==> src/design/qrs_sqrt.sv <==
`timescale 1ns / 1ps
// Pipelined integer square root, one root bit per stage, floor result.
// Carries a sideband vector alongside each request. No package use.
module qrs_sqrt #(
  parameter int RootW = 33,
  parameter int SideW = 1
) (
  input  logic                 clk_i,
  input  logic                 rst_ni,
  input  logic                 en_i,
  input  logic                 valid_i,
  input  logic [2*RootW-1:0]   rad_i,
  input  logic [SideW-1:0]     side_i,
  output logic                 valid_o,
  output logic [RootW-1:0]     root_o,
  output logic [SideW-1:0]     side_o
);

  logic                 vld_q  [RootW];
  logic [RootW+1:0]     rem_q  [RootW];
  logic [RootW-1:0]     root_q [RootW];
  logic [2*RootW-1:0]   rad_q  [RootW];
  logic [SideW-1:0]     side_q [RootW];

  for (genvar k = 0; k < RootW; k++) begin : g_stage
    logic               vld_in;
    logic [RootW+1:0]   rem_in;
    logic [RootW-1:0]   root_in;
    logic [2*RootW-1:0] rad_in;
    logic [SideW-1:0]   side_in;
    logic [RootW+2:0]   t;
    logic [RootW+2:0]   trial;
    logic               ge;

    if (k == 0) begin : g_first
      assign vld_in  = valid_i;
      assign rem_in  = '0;
      assign root_in = '0;
      assign rad_in  = rad_i;
      assign side_in = side_i;
    end else begin : g_next
      assign vld_in  = vld_q[k-1];
      assign rem_in  = rem_q[k-1];
      assign root_in = root_q[k-1];
      assign rad_in  = rad_q[k-1];
      assign side_in = side_q[k-1];
    end

    assign t     = {rem_in[RootW:0], rad_in[2*RootW-1 -: 2]};
    assign trial = {1'b0, root_in, 2'b01};
    assign ge    = (t >= trial);

    always_ff @(posedge clk_i or negedge rst_ni) begin
      if (!rst_ni) begin
        vld_q[k] <= 1'b0;
      end else if (en_i) begin
        vld_q[k] <= vld_in;
      end
    end

    always_ff @(posedge clk_i) begin
      if (en_i) begin
        rem_q[k]  <= ge ? (RootW+2)'(t - trial) : (RootW+2)'(t);
        root_q[k] <= {root_in[RootW-2:0], ge};
        rad_q[k]  <= rad_in << 2;
        side_q[k] <= side_in;
      end
    end
  end

  assign valid_o = vld_q[RootW-1];
  assign root_o  = root_q[RootW-1];
  assign side_o  = side_q[RootW-1];

endmodule

==> config.mk <==
export PLATFORM = sky130hd
export DESIGN_NAME = qrs_sqrt
export DESIGN_NICKNAME = d
export VERILOG_FILES = /design/src/design/qrs_sqrt.sv
export SDC_FILE = /design/constraint.sdc
export NUM_CORES = 2
export LEC_CHECK = 0
export BUFFER_PORTS_ARGS = -buffer_cell sky130_fd_sc_hd__buf_2
export CORE_MARGIN = 4
export CORE_UTILIZATION = 50
export DETAILED_ROUTE_END_ITERATION = 10
export GPL_TIMING_DRIVEN = 0
export PLACE_DENSITY = 0.64
export SYNTH_ARGS = -nofsm -noshare
export SYNTH_HDL_FRONTEND = slang
export SYNTH_MEMORY_MAX_BITS = 65536
export SYNTH_SLANG_ARGS = --single-unit
export TNS_END_PERCENT = 30
==> constraint.sdc <==
create_clock -name clk_i -period 4.73 [get_ports clk_i]
set_input_delay 0.946 -clock clk_i [delete_from_list [all_inputs] [get_ports clk_i]]
set_output_delay 0.946 -clock clk_i [all_outputs]
set_load 0.05 [all_outputs]
# After elaboration in Yosys (flattened, before gate mapping)
# Memory sizes are Yosys's and may differ from the RTL's.
# Index checks and enable logic that the tools add are counted.
# W data, S select, Z words.
dict set report totals {
  in_bits 71
  mem_bits_rw 4389
  mem_count 4
  mem_bits_ro 0
  ff_bits 33
  elab_cells 138
  out_inout_bits 35
  latchBits 0
}
# memory depth word_bits read_ports rd_ports_with_merged_regs write_ports line
set memory_table {}
lappend memory_table {rad_q 33 64 32 0 33 22} ;# logic [2*RootW-1:0] rad_q [RootW];
lappend memory_table {rem_q 33 35 32 0 33 20} ;# logic [RootW+1:0] rem_q [RootW];
lappend memory_table {root_q 33 33 33 0 33 21} ;# logic [RootW-1:0] root_q [RootW];
lappend memory_table {side_q 33 1 33 0 33 23} ;# logic [SideW-1:0] side_q [RootW];
dict set report op_classes {
  eq_ne 0
  mux 35
  n_shift 0
  n_reduce_logical 0
  n_bitwise 0
  n_div 0
  magnitude_cmp 33
  n_mul 0
  add_sub_neg 33
}
# operator n
set ops {}
lappend ops {{$mux W35} 33}
lappend ops {{$ge A36 B35 Y1} 32}
lappend ops {{$sub A35 B35 Y35} 32}
lappend ops {{$sub A2 B1 Y3 const B} 1}
lappend ops {{$ge A2 B1 Y1 const B} 1}
lappend ops {{$mux W1} 2}

# Longest topological paths before layout
# An unclocked memory read counts as a cell.
dict set report depth {
  ltp_word 3
  ltp_mapped 14
  ltp_nobuf 12
}

# Worst setup path before layout
# Ideal clock, no wire load.
dict set report synth_path {
  path_type {register to register}
  from {mem rem_q[0][407] (netlist bit)}
  to {mem rem_q[0][445] (netlist bit), data pin}
  setup_time_ns 0.258
  path_stages_with_launch 10
  period_less_slack_ns 3.483
  arrival_time_ns 3.225
  path_buffers 0
  required_time_ns 4.472
  slack_ns 1.247
  cell_sequence {edfxtp_1 -> or4_1 -> or3_4 -> or4_4 -> o21ai_2 -> or4_1 -> a21oi_2 -> or4_4 -> or4_1 -> xnor2_1}
}
# item line
set synth_lines {}
lappend synth_lines {{start: declaration} 20}

==> metrics.md <==
| Metric | Value |
|---|---|
| Cts hold-fix bufs | 0 |
| Die height | roughly 510 um |
| Placer Congestion | between 0.8 and 0.9 |
| Worst Setup Start Kind | flip-flop |
| Cells after synthesis | approximately 9800 |
| Max Root-Sink Buffers | 4 |
| Cell taking the most area after synthesis | edfxtp_1 |
| Hold WC Path Type | input pin to async pin |
| Synthesized area per cell | roughly 13 um^2 |
| IO Port Bufs | approximately 110 |
| Post-route DRC | 0 |
| Critical-path top delay cell | clkbuf_1 |
| FF+latch count, synth | between 2000 and 3000 |
| All-Layer GR Usage | 19.90% |
| Total CTS buffers | slightly above 300 |
| Clock root cell | clkbuf_16 |
| Relative slew slack | between 10% and 20% |
| Worst path max stage delay | ~0.67 ns |
| Metal2 WL | roughly 130 mm |
| Worst-path fanout max | 10 |
| Fill count | slightly above 20000 |
| Top_reg_cell synth | edfxtp_1 |
| Layout cells sized above 1 | ~7.0% |
| Worst clock skew | ~0.087 ns |
| Max VDD drop | 0.3476 mV |
| CTS tree | built |
| Total I/O pin count | around 110 |
| Synth Area in Simple Gates | between 10% and 20% |
| Core area | ~250000 um^2 |
| Final non-filler cell total | around 14000 |
| Metal-1 WL | roughly 110 mm |
| Num Clock Sinks | between 2000 and 3000 |
| Post-synth EDFFs | 2687 |
| Die width | between 500 and 600 um |
| Worst path bufs/invs | 2 |
| Ys async rst share | approximately 1.2% |
| Core Rows | between 150 and 200 |
| Clk pin slew, worst setup/hold paths | around 0.060 ns |
| Final Hold Fails | 0 |
| Post-synthesis mux area share | less than 1% |
| Crit Path Category | flip-flop to flip-flop |
| Routed vias | 77240 |
| Avg WL per Cell | 19.21 um |
| Post-Syn Nets | approximately 11000 |
| Area occupied by multi-input gates | between 40000 and 50000 um^2 |
| Xor/xnor share of the synthesized area | 6.030% |
| Register Area | about 80000 um^2 |
| Period utilisation layout | 97.10% |
| Crit-path most repeated cell | o21ai_0 |
| Worst EP required | about 5.3 ns |
| 1st-pass router iterations | 8 |
| Slew of the pin with the lowest slew margin | between 1 and 1.5 ns |
| Top cell type's share of synthesized area | 63.78% |
| Synth top area cells | edfxtp_1 (64%), ha_1 (5.9%), xor2_1 (3.2%) |
| Die area | approximately 260000 um^2 |
| Synthesized cell area | roughly 130000 um^2 |
| Nets | 10950 |
| Initial antenna violation count | 3 |
| Min Clock Period, post-route | between 4 and 5 ns |
| Pin count of the biggest net entering global routing | roughly 190 |
| Cell Count Post-Placement | 13320 |
| MaxCap Viol Count | 0 |
| Netlist cell types | 84 |
| Global-route wire length before repair | 417.1 mm |
| Clock latency on the worst-skew pair | approximately 0.93 ns |
| Area grow syn2layout | 11.87% |
| Fin. max-slew vios | 0 |
| CP Capture Type | flip-flop |
| Vias in the first global route | 75670 |
| Fmax | between 0.2 and 0.25 GHz |
| Final TNS setup | 0 ns |
| Synth Area in Compound Gates | 9.878% |
| DPL Wire Length | 192.5 mm |
| CP cell instances | ha_1, nand4_1, a211oi_1, nor3_1, o21ai_0, o21ai_0, o21ai_2, clkbuf_1, buf_1, a21oi_1 |
| Number of H-tree levels | 5 |
| Delay-heaviest family, CP | compound AO/OA/AOI/OAI gates |
| PwrDens | roughly 500 nW/um^2 |
| RSZ-0062 raised after global routing | yes |
| Leak | ~54 nW |
| Status | complete, no violations |
| Grt ovf | 0 |
| Post-CTS Setup Bufs | 0 |
| Starting Density | roughly 50% |
| Detail Route Antenna Nets | 0 |
| Wirelength, routed | between 200 and 300 mm |
| Vias per cell | 5.575 |
| DR iter-0 viols | approximately 6100 |
| Final setup vio count | 0 |
| Yosys warns | 0 |
| Top routing layer in use | met4 |
| Register area share after synthesis | between 60% and 70% |
| Main combinational cell family by area after synthesis | simple AND/OR/NAND/NOR gates |
| DR WL met3 | ~11 mm |
| Arrival time at the worst endpoint | ~5.2 ns |
| Adder-cell share of the synthesized area | approximately 5.9% |
worst register-to-register path, stage by stage, from the launching register on:
cell and delay [ns]:
edfxtp_1 0.42, ha_1 0.40, nand4_1 0.21, a211oi_1 0.25, nor3_1 0.16, o21ai_0 0.49, o21ai_0 0.37, o21ai_2 0.58
clkbuf_1 0.67, buf_1 0.51, a21oi_1 0.20
report_power, final:
group	leakage (nW)	total [mW]	switching [mW]	internal (mW)
Sequential	26.3	32.6	2.04	30.6
Combinational	22.8	14.8	8.85	5.94
Clock	4.77	22.9	9.21	13.7
per-stage QoR:
step | hold WS, ns | power, mW | worst slack [ns] | area [um^2] | util (%)
final | 0.07612 | 70.31 | 0.1371 | 141500 | 56.24
after global routing | 0.07532 | 74.13 | -0.2572 | 141500 | 56.24
after CTS | 0.02363 | 71.16 | 0.03525 | 141500 | 56.23
after detailed placement | 0.4045 | 47.82 | -1.534 | 131700 | 52.33
after global placement | 0.4003 | 49.49 | -38.86 | 131200 | 52.15
after floorplan | 0.4003 | 42.86 | 1.247 | 126500 | -
cell usage after synthesis (all sizes together) (14+ instances only):
cell type	n
nor4b	19
clkbuf	169
o31ai	64
or4	70
nand2b	85
mux2	82
dfrtp	33
and2	37
nor3b	16
o21bai	60
nor2b	86
inv	774
o21a	92
buf	18
nor3	235
or2	52
a2111oi	14
nand3b	38
a211oi	65
nor2	588
edfxtp	2687
xnor2	408
a31oi	53
and3	70
xor2	463
o21ai	549
or3	110
and4	24
nand2	697
a31o	15
o2111ai	20
a211o	15
nand3	151
nand4	104
ha	596
a21o	246
a21boi	22
o211ai	33
nor4	151
a21oi	646
sequential cells by signal, summed over array words and instances (netlist names):
signal	flops
rad_q	1056
rem_q	1037
root_q	561
side_q	33
g_stage.vld_in	32
valid_o	1
what timing repair did:
action	4_1_cts	5_1_grt
hold endpoints to repair	0	0
gates resized for setup	1	1
endpoints found under the setup margin	38	56
gates cloned	2	1
placed cells by master, fill, tap and decap left out, types with 151 or more instances in the layout:
cell	netlist	routed
inv_1	772	772
o21ai_0	546	546
xor2_1	463	463
clkbuf_16	0	317
nor3_1	235	235
nand2_1	697	697
edfxtp_1	2687	2687
ha_1	596	596
a21oi_1	645	645
a21o_1	246	246
clkbuf_1	169	222
nand3_1	151	151
xnor2_1	408	408
nor2_1	588	588
layer usage:
layer / vias up / track usage [%]
li1: 37390 / -
met1: 37510 / 26.14
met2: 1806 / 34.32
met3: 532 / 2.596
met4: 0 / 6.523
met5: - / 0
kinds of logic (layout without fill, tap and decap cells):
family	Yosys count	in the layout
buf+inv	966	1626
compound gates	2032	2032
other cells	1	2
mux	95	95
simple gates	2565	2565
fa+ha+maj	596	596
flops	2720	2720
xor+xnor	871	871
area by class of cell:
class / count / area share [%]
antenna: 1 / 0.001768
multi-input combinational: 6160 / 29.24
timing repair buffer: 124 / 0.7568
buffer: 187 / 0.4986
inverter: 779 / 2.066
tap: 3348 / 2.960
sequential: 2720 / 57.60
clock inverter: 160 / 1.088
clock buffer: 376 / 5.792
worst paths after layout:
check	from	endpoint	slack, ns	cells after the start
max	rem_q[0][984]	rem_q[0][1040]	0.14	10
min	rst_ni	g_stage[1].vld_in	0.08	1
max reg2reg	rem_q[0][984]	rem_q[0][1040]	0.14	10
min reg2reg	rad_q[0][573]	rad_q[0][639]	0.37	0
max in group asynchronous	rst_ni	g_stage[12].vld_in	4.21	1
min in group clk_i	rad_i[34]	rad_q[0][34]	0.19	1
(Power assumes the default switching activity.)
